`config.mk`:
```
export PLATFORM = sky130hd
export DESIGN_NAME = uart_buffered_tx_rx_queue_core
export DESIGN_NICKNAME = d
export VERILOG_FILES = /design/src/hdl/ubtrq_pkg.sv /design/src/hdl/ubtrq_ram.sv /design/src/hdl/uart_buffered_tx_rx_queue_core.sv
export SDC_FILE = /design/constraint.sdc
export NUM_CORES = 1
export LEC_CHECK = 0
export BUFFER_PORTS_ARGS = -buffer_cell sky130_fd_sc_hd__buf_2
export CORE_ASPECT_RATIO = 0.9
export CORE_UTILIZATION = 57
export DETAILED_ROUTE_END_ITERATION = 10
export PLACE_DENSITY = 0.73
export SLEW_MARGIN = 25
export SYNTH_ARGS = -nofsm -noshare
export SYNTH_HDL_FRONTEND = slang
export SYNTH_SLANG_ARGS = --single-unit
export TNS_END_PERCENT = 30
```
`constraint.sdc`:
```
create_clock -name clk_i -period 2.5 [get_ports clk_i]
set_input_delay 0.25 -clock clk_i [delete_from_list [all_inputs] [get_ports clk_i]]
set_output_delay 0.25 -clock clk_i [all_outputs]
set_load 0.1 [all_outputs]
```
`src/hdl/ubtrq_pkg.sv`:
```
`timescale 1ns / 1ps
`default_nettype none
// ----------------------------------------------------------------------------
// UART transmit/receive queue package
// Depths, widths, event codes and result types shared by the queue core.
// ----------------------------------------------------------------------------
package ubtrq_pkg;

  localparam int TX_DEPTH = 64;
  localparam int RX_DEPTH = 64;
  localparam int TX_AW    = (TX_DEPTH > 1) ? $clog2(TX_DEPTH) : 1;
  localparam int RX_AW    = (RX_DEPTH > 1) ? $clog2(RX_DEPTH) : 1;
  localparam int PTR_W    = 16;
  localparam int FILL_W   = 7;
  localparam int BYTE_W   = 8;
  localparam int MODE_W   = 3;
  localparam int RES_W    = 22;
  localparam int OUT_TW   = 24;

  typedef enum logic [MODE_W-1:0] {
    MODE_PUT  = 3'd0,
    MODE_GET  = 3'd1,
    MODE_RECV = 3'd2,
    MODE_TXE  = 3'd3,
    MODE_TXC  = 3'd4
  } mode_e;

  typedef struct packed {
    logic              from_rx;
    logic              from_tx;
    logic              rx_empty;
    logic              rejected;
    logic              busy;
    logic              empty_arm;
    logic              complete_arm;
    logic [BYTE_W-1:0] marker;
  } pend_t;

  typedef struct packed {
    logic              complete_arm;
    logic              empty_arm;
    logic              busy;
    logic [BYTE_W-1:0] send_byte;
    logic              send_valid;
    logic              rejected;
    logic              rx_empty;
    logic [BYTE_W-1:0] read_byte;
  } res_t;

endpackage
`default_nettype wire

```
`src/hdl/ubtrq_ram.sv`:
```
`timescale 1ns / 1ps
`default_nettype none
// ----------------------------------------------------------------------------
// Generic single-port-write RAM
// One write port and one read port with a registered, enabled read.
// ----------------------------------------------------------------------------
module ubtrq_ram #(
  parameter int WIDTH = 8,
  parameter int DEPTH = 64
) (
  input  wire logic                                      clk_i,
  input  wire logic                                      we_i,
  input  wire logic [((DEPTH > 1) ? $clog2(DEPTH) : 1)-1:0] waddr_i,
  input  wire logic [WIDTH-1:0]                          wdata_i,
  input  wire logic                                      re_i,
  input  wire logic [((DEPTH > 1) ? $clog2(DEPTH) : 1)-1:0] raddr_i,
  output logic      [WIDTH-1:0]                          rdata_o
);

  logic [WIDTH-1:0] mem_q [DEPTH];

  always_ff @(posedge clk_i) begin
    if (we_i) begin
      mem_q[waddr_i] <= wdata_i;
    end
    if (re_i) begin
      rdata_o <= mem_q[raddr_i];
    end
  end

endmodule
`default_nettype wire

```
`src/hdl/uart_buffered_tx_rx_queue_core.sv`:
```
`timescale 1ns / 1ps
`default_nettype none
// ----------------------------------------------------------------------------
// UART buffered transmit/receive queue core
// Transmit and receive ring buffers with interrupt-style event sequencing.
// ----------------------------------------------------------------------------
// Channel   Direction  Contents
// s_axis    in         tuser: mode[2:0]; tdata: data_byte[7:0]
// m_axis    out        tdata: read_byte, flags, send_byte, status bits
// cfg       in         data: empty_marker[7:0]
//
// An event is decoded and its ring RAM read issued in the transfer cycle.
// The registered RAM data joins the result in the output register.
// Sustained rate is one event per clock while the output is not stalled.
// Reset clears pointers, fill count, flags and the marker; ring contents stay undefined.
// A stalled output holds the pending stage, which then stops input transfers.
module uart_buffered_tx_rx_queue_core
  import ubtrq_pkg::*;
(
  input  wire logic               clk_i,
  input  wire logic               rst_ni,
  input  wire logic               s_axis_tvalid_i,
  output logic                    s_axis_tready_o,
  input  wire logic [7:0]         s_axis_tdata_i,   // data_byte[7:0]
  input  wire logic [MODE_W-1:0]  s_axis_tuser_i,   // mode[2:0]
  output logic                    m_axis_tvalid_o,
  input  wire logic               m_axis_tready_i,
  // read_byte[7:0], rx_was_empty[8], put_rejected[9], send_valid[10],
  // send_byte[18:11], tx_busy[19], empty_event_armed[20],
  // complete_event_armed[21], zero[23:22]
  output logic [OUT_TW-1:0]       m_axis_tdata_o,
  input  wire logic               cfg_valid_i,
  output logic                    cfg_ready_o,
  input  wire logic [BYTE_W-1:0]  cfg_data_i
);

  logic [PTR_W-1:0]  tx_wptr_q, tx_wptr_d, tx_rptr_q, tx_rptr_d;
  logic [PTR_W-1:0]  rx_wptr_q, rx_wptr_d, rx_rptr_q, rx_rptr_d;
  logic [TX_AW-1:0]  tx_wslot_q, tx_wslot_d, tx_rslot_q, tx_rslot_d;
  logic [RX_AW-1:0]  rx_wslot_q, rx_wslot_d, rx_rslot_q, rx_rslot_d;
  logic [FILL_W-1:0] tx_fill_q, tx_fill_d;
  logic              busy_q, busy_d, earm_q, earm_d, carm_q, carm_d;
  logic [BYTE_W-1:0] marker_q;
  logic              pend_valid_q;
  pend_t             pend_q, pend_d;
  logic              out_valid_q;
  res_t              res_q, res_d;

  logic              in_xfer, out_move;
  logic              tx_we, tx_re, rx_we, rx_re;
  logic [BYTE_W-1:0] tx_rdata, rx_rdata;
  mode_e             mode;

  assign mode            = mode_e'(s_axis_tuser_i);
  assign out_move        = !out_valid_q || m_axis_tready_i;
  assign s_axis_tready_o = !pend_valid_q || out_move;
  assign in_xfer         = s_axis_tvalid_i && s_axis_tready_o;
  assign cfg_ready_o     = 1'b1;

  ubtrq_ram #(.WIDTH(BYTE_W), .DEPTH(TX_DEPTH)) u_tx_ram (
    .clk_i   (clk_i),
    .we_i    (tx_we),
    .waddr_i (tx_wslot_q),
    .wdata_i (s_axis_tdata_i),
    .re_i    (tx_re),
    .raddr_i (tx_rslot_q),
    .rdata_o (tx_rdata)
  );

  ubtrq_ram #(.WIDTH(BYTE_W), .DEPTH(RX_DEPTH)) u_rx_ram (
    .clk_i   (clk_i),
    .we_i    (rx_we),
    .waddr_i (rx_wslot_q),
    .wdata_i (s_axis_tdata_i),
    .re_i    (rx_re),
    .raddr_i (rx_rslot_q),
    .rdata_o (rx_rdata)
  );

  always_comb begin
    tx_wptr_d  = tx_wptr_q;
    tx_rptr_d  = tx_rptr_q;
    rx_wptr_d  = rx_wptr_q;
    rx_rptr_d  = rx_rptr_q;
    tx_wslot_d = tx_wslot_q;
    tx_rslot_d = tx_rslot_q;
    rx_wslot_d = rx_wslot_q;
    rx_rslot_d = rx_rslot_q;
    tx_fill_d  = tx_fill_q;
    busy_d     = busy_q;
    earm_d     = earm_q;
    carm_d     = carm_q;
    tx_we      = 1'b0;
    tx_re      = 1'b0;
    rx_we      = 1'b0;
    rx_re      = 1'b0;
    pend_d     = '0;
    pend_d.marker = marker_q;
    if (in_xfer) begin
      case (mode)
        MODE_PUT: begin
          if (tx_fill_q >= FILL_W'(TX_DEPTH)) begin
            pend_d.rejected = 1'b1;
          end else begin
            tx_we     = 1'b1;
            tx_wptr_d = tx_wptr_q + 1'b1;
            tx_fill_d = tx_fill_q + 1'b1;
            busy_d    = 1'b1;
            earm_d    = 1'b1;
            if (tx_wptr_q == '1 || tx_wslot_q == TX_AW'(TX_DEPTH - 1)) begin
              tx_wslot_d = '0;
            end else begin
              tx_wslot_d = tx_wslot_q + 1'b1;
            end
          end
        end
        MODE_GET: begin
          if (rx_rptr_q == rx_wptr_q) begin
            pend_d.rx_empty = 1'b1;
          end else begin
            rx_re          = 1'b1;
            pend_d.from_rx = 1'b1;
            rx_rptr_d      = rx_rptr_q + 1'b1;
            if (rx_rptr_q == '1 || rx_rslot_q == RX_AW'(RX_DEPTH - 1)) begin
              rx_rslot_d = '0;
            end else begin
              rx_rslot_d = rx_rslot_q + 1'b1;
            end
          end
        end
        MODE_RECV: begin
          rx_we     = 1'b1;
          rx_wptr_d = rx_wptr_q + 1'b1;
          if (rx_wptr_q == '1 || rx_wslot_q == RX_AW'(RX_DEPTH - 1)) begin
            rx_wslot_d = '0;
          end else begin
            rx_wslot_d = rx_wslot_q + 1'b1;
          end
        end
        MODE_TXE: begin
          if (earm_q) begin
            if (tx_wptr_q == tx_rptr_q) begin
              earm_d    = 1'b0;
              carm_d    = 1'b1;
              tx_fill_d = '0;
            end else begin
              tx_re          = 1'b1;
              pend_d.from_tx = 1'b1;
              tx_rptr_d      = tx_rptr_q + 1'b1;
              if (tx_fill_q != '0) begin
                tx_fill_d = tx_fill_q - 1'b1;
              end
              if (tx_rptr_q == '1 || tx_rslot_q == TX_AW'(TX_DEPTH - 1)) begin
                tx_rslot_d = '0;
              end else begin
                tx_rslot_d = tx_rslot_q + 1'b1;
              end
            end
          end
        end
        MODE_TXC: begin
          if (carm_q) begin
            busy_d = 1'b0;
            carm_d = 1'b0;
          end
        end
        default: begin
        end
      endcase
    end
    pend_d.busy         = busy_d;
    pend_d.empty_arm    = earm_d;
    pend_d.complete_arm = carm_d;
  end

  always_comb begin
    res_d              = '0;
    res_d.rx_empty     = pend_q.rx_empty;
    res_d.rejected     = pend_q.rejected;
    res_d.send_valid   = pend_q.from_tx;
    res_d.busy         = pend_q.busy;
    res_d.empty_arm    = pend_q.empty_arm;
    res_d.complete_arm = pend_q.complete_arm;
    if (pend_q.from_rx) begin
      res_d.read_byte = rx_rdata;
    end else if (pend_q.rx_empty) begin
      res_d.read_byte = pend_q.marker;
    end
    if (pend_q.from_tx) begin
      res_d.send_byte = tx_rdata;
    end
  end

  always_ff @(posedge clk_i or negedge rst_ni) begin
    if (!rst_ni) begin
      tx_wptr_q    <= '0;
      tx_rptr_q    <= '0;
      rx_wptr_q    <= '0;
      rx_rptr_q    <= '0;
      tx_wslot_q   <= '0;
      tx_rslot_q   <= '0;
      rx_wslot_q   <= '0;
      rx_rslot_q   <= '0;
      tx_fill_q    <= '0;
      busy_q       <= 1'b0;
      earm_q       <= 1'b0;
      carm_q       <= 1'b0;
      marker_q     <= '0;
      pend_valid_q <= 1'b0;
      out_valid_q  <= 1'b0;
    end else begin
      tx_wptr_q  <= tx_wptr_d;
      tx_rptr_q  <= tx_rptr_d;
      rx_wptr_q  <= rx_wptr_d;
      rx_rptr_q  <= rx_rptr_d;
      tx_wslot_q <= tx_wslot_d;
      tx_rslot_q <= tx_rslot_d;
      rx_wslot_q <= rx_wslot_d;
      rx_rslot_q <= rx_rslot_d;
      tx_fill_q  <= tx_fill_d;
      busy_q     <= busy_d;
      earm_q     <= earm_d;
      carm_q     <= carm_d;
      if (cfg_valid_i && cfg_ready_o) begin
        marker_q <= cfg_data_i;
      end
      if (in_xfer) begin
        pend_valid_q <= 1'b1;
      end else if (out_move) begin
        pend_valid_q <= 1'b0;
      end
      if (out_move) begin
        out_valid_q <= pend_valid_q;
      end
    end
  end

  always_ff @(posedge clk_i) begin
    if (in_xfer) begin
      pend_q <= pend_d;
    end
    if (out_move && pend_valid_q) begin
      res_q <= res_d;
    end
  end

  assign m_axis_tvalid_o = out_valid_q;
  assign m_axis_tdata_o  = {{(OUT_TW - RES_W){1'b0}}, res_q};

  a_fill_tracks_ptrs : assert property (@(posedge clk_i) disable iff (!rst_ni)
    tx_fill_q == FILL_W'(tx_wptr_q - tx_rptr_q))
    else $error("transmit fill count disagrees with pointers");

  a_fill_bounded : assert property (@(posedge clk_i) disable iff (!rst_ni)
    tx_fill_q <= FILL_W'(TX_DEPTH))
    else $error("transmit fill count above ring depth");

  a_pend_held : assert property (@(posedge clk_i) disable iff (!rst_ni)
    pend_valid_q && !out_move |=> pend_valid_q && $stable(pend_q))
    else $error("pending result lost while output stalled");

  a_send_armed : assert property (@(posedge clk_i) disable iff (!rst_ni)
    out_valid_q && res_q.send_valid |-> res_q.empty_arm && !res_q.rx_empty)
    else $error("byte sent without empty event armed");

endmodule
`default_nettype wire
```
==> impl_metrics.sql <==
INSERT INTO impl_metrics (metric_group, metric, value, unit) VALUES
('run_status', 'status', 'finished with violations', ''),
('run_status', 'violated_checks', 'setup timing', ''),
('sta', 'fin_hold_ws', '0.0473', 'ns'),
('critical_path', 'crit_arrival', '3.07', 'ns'),
('power', 'power.combinational.fraction', '0.122', ''),
('sta', 'timing.final.max_slew_violations', '0', ''),
('detailed_routing', 'wire_per_inst', '27.0', 'um'),
('placed_design', 'place_hpwl', '68.2', 'mm'),
('finish', 'final_cells', '3948', ''),
('synth', 'post_synth_inst_count', '2509', ''),
('finish', 'antenna_cells_inserted', '0', ''),
('detailed_routing', 'routed-via-count', '25100', ''),
('synth', 'postSynthRegisterBits', '1185', ''),
('grt', 'grt-busiest-layer', 'met2', ''),
('floorplan', 'fp-row-count', '99', ''),
('synth', 'synth_seq_area_share', '0.745', ''),
('power', 'power_switching_share', '0.233', ''),
('clock_tree', 'cts-root-to-sink-buffers', '3', ''),
('clock_tree', 'cts_inserted_buffers', '112', ''),
('flow_run', 'drv.max_cap_violation_count', '0', ''),
('sta', 'final_period_minus_worst_setup_slack', '2.51', 'ns'),
('synth', 'synthesized_area_divided_by_synthesized_cell_count', '18.7', 'um2'),
('critical_path', 'crit_path_end_kind', 'flip-flop', ''),
('grt', 'grtUsageMet1', '0.362', ''),
('finish', 'drive_above_1_share', '0.275', ''),
('clock_tree', 'htree_levels', '3', ''),
('synth', 'synth_edf_count', '1077', ''),
('grt', 'grt_first_pass_wirelength', '160', 'mm'),
('power', 'switchingPower', '10.5', 'mW'),
('detailed_routing', 'dr.first_iter.drc_count', '3038', ''),
('critical_path', 'worstPathMaxFanout', '31', ''),
('min_path', 'worst_hold_path_type', 'primary input to flip-flop', ''),
('sta', 'rsz0062_at_grt', 'yes', ''),
('finish', 'layout.area.seq', '35100', 'um2'),
('power', 'power.leakage', '18.1', 'nW'),
('finish', 'final_nets', '2828', ''),
('floorplan', 'core_region_area', '81400', 'um2'),
('finish', 'area_growth_from_synthesis_to_final_layout', '15.7', '%'),
('critical_path', 'worst-r2r-cell-count', '8', ''),
('grt', 'track_usage', '0.259', ''),
('clock_tree', 'clk-insertion-delay-late', '0.70', 'ns'),
('sta', 'max_slew.worst_pin.slew', '0.913', 'ns'),
('power', 'power_per_cell_area', '826', 'nW/um2'),
('grt', 'grtUsageMet3', '0.0463', ''),
('floorplan', 'die_h', '274', 'um'),
('sta', 'timing.fmax', '0.398', 'GHz'),
('power', 'vdd_drop_max', '0.666', 'mV'),
('detailed_routing', 'route.antenna.remaining_nets', '0', ''),
('clock_tree', 'cts_tree', 'built', ''),
('power', 'pwr-share-seq', '0.492', ''),
('grt', 'grt-ovfl-total', '0', ''),
('placed_design', 'placement.cell_area', '50300', 'um2'),
('placed_design', 'place.gp.congestion', '0.872', ''),
('synth', 'async_set_or_reset_register_ratio_after_synthesis', '0.0911', ''),
('power', 'internal_power', '34.5', 'mW'),
('clock_tree', 'cts-root-buf', 'clkbuf_16', ''),
('detailed_routing', 'drt-pass1-iter-count', '6', ''),
('synth', 'synth-warning-count', '0', ''),
('critical_path', 'critical_path_required', '3.06', 'ns'),
('clock_tree', 'cts.sink_count', '1185', ''),
('sta', 'setup_slack', '-0.0109', 'ns'),
('grt', 'grt_antenna_before_repair', '2', ''),
('placed_design', 'dpl.cell_count', '3717', ''),
('sta', 'finalSetupViolCount', '1', ''),
('detailed_routing', 'drc', '0', ''),
('detailed_routing', 'postRouteWirelength', '107', 'mm'),
('floorplan', 'start_util', '0.578', ''),
('finish', 'fin_area', '54400', 'um2'),
('placed_design', 'preCtsSetupSlack', '-0.0896', 'ns'),
('sta', 'worst_clock_skew', '0.0342', 'ns'),
('power', 'clockPowerShare', '0.386', '');
==> timing repair <==
action / 4_1_cts / 5_1_grt
resized for setup: 9 / 11
hold buffers: 23 / 0
endpoints found under the hold margin: 99 / 0
setup endpoints to repair: 6 / 21
==> layout by cell type (no fill, tap or decap), types with 37 or more instances in the layout <==
| master | netlist | routed |
|---|---|---|
| nand2_1 | 80 | 78 |
| a22oi_1 | 96 | 92 |
| mux4_2 | 248 | 248 |
| xnor2_1 | 53 | 53 |
| nor2_1 | 191 | 163 |
| edfxtp_1 | 1077 | 1077 |
| dfrtp_1 | 108 | 102 |
| a21oi_1 | 72 | 71 |
| nor3_1 | 40 | 37 |
| buf_2 | 36 | 38 |
| buf_4 | 16 | 219 |
| clkbuf_16 | 0 | 114 |
| xor2_1 | 40 | 40 |
| nand3_1 | 47 | 46 |
==> layout make-up <==
class	instances	area share
clock buffer	149	0.0563
timing repair buffer	312	0.0497
clock inverter	59	0.0132
inverter	22	0.00175
multi-input combinational	1161	0.210
sequential	1185	0.644
tap	1060	0.0244
==> state kept, by name (all words and copies together) (netlist names), 6 cells and up <==
register,flops
m_axis_tdata_o,22
pend_q,15
tx_wptr_q,16
rx_rptr_q,16
u_rx_ram.rdata_o,8
rx_rslot_q,6
tx_rptr_q,16
u_tx_ram.rdata_o,8
u_tx_ram.mem_q,512
tx_wslot_q,6
marker_q,8
tx_fill_q,7
rx_wptr_q,16
u_rx_ram.mem_q,512
rx_wslot_q,6
tx_rslot_q,6
==> critical path: stages, from the launching register on <==
cell and delay [ns]:
dfrtp_4 0.51, buf_12 0.22, buf_12 0.25, mux4_2 0.24
mux2i_1 0.09, nand2_1 0.09, o221ai_1 0.19, nor4_1 0.53
a22o_1 0.23
==> power by group through the flow <==
stage / Clock [mW] / Combinational, mW / Sequential (mW)
after floorplan: 0 / 3.28 / 22.6
after global placement: 0 / 5.27 / 22.5
after detailed placement: 0 / 5.39 / 22.5
after CTS: 17.5 / 5.48 / 22.1
after global routing: 18.2 / 5.82 / 22.2
final: 17.3 / 5.48 / 22.1
==> logic make-up (layout without fill, tap and decap cells) <==
group                    after synthesis  count (layout)  share of synthesized area
other                                  2               3                   0.000160
buffers and inverters                164             542                     0.0176
AND/OR/NAND/NOR                      501             501                     0.0522
AO/OA/AOI/OAI                        279             279                     0.0398
multiplexers                         275             275                      0.125
XOR/XNOR                              93              93                     0.0173
flip-flops                          1185            1185                      0.745
adder cells (fa/ha/maj)               10              10                    0.00266
==> final timing paths <==
| kind | startpoint | to | slack, ns |
|---|---|---|---|
| max reg2reg | tx_rslot_q[1] | u_tx_ram.rdata_o[4] | -0.01 |
| max in group asynchronous | rst_ni | tx_fill_q[3] | 1.63 |
| min in group asynchronous | rst_ni | tx_rslot_q[3] | 0.15 |
| min | s_axis_tuser_i[0] | carm_q | 0.05 |
| max | tx_rslot_q[1] | u_tx_ram.rdata_o[4] | -0.01 |
| min reg2reg | pend_q[8] | m_axis_tdata_o[21] | 0.43 |
==> metrics by stage <==
stage	TNS, ns	power (mW)
after floorplan	-42.42	25.9
after global placement	-0.188	27.8
after detailed placement	-0.196	27.9
after CTS	-0.00259	45.1
after global routing	-0.393	46.2
final	-0.0109	45.0
==> cell usage after synthesis (all sizes together) (12+ instances only) <==
cell       n  area [um2]
nor3      42         226
buf       77         500
nand3     47         235
o22ai     19         119
nand2     80         300
and2      17         106
xnor2     53         464
nand4     25         163
and3      14        88.8
a22o      12         105
nor4      23         159
inv       21        78.8
edfxtp  1077       32300
a21oi     72         360
nor2b     13        81.3
mux4     248        5590
o21ai     32         164
dfrtp    108        2700
clkbuf    65         246
mux2      17         191
xor2      40         350
a22oi     96         721
nor2     191         717
==> per-layer routing <==
layer	routed length, um	vias up
met1	42300	13100
met5	27	-
li1	-	10700
met4	2900	4
met3	8510	184
met2	53000	1139
(Power assumes the default switching activity.)
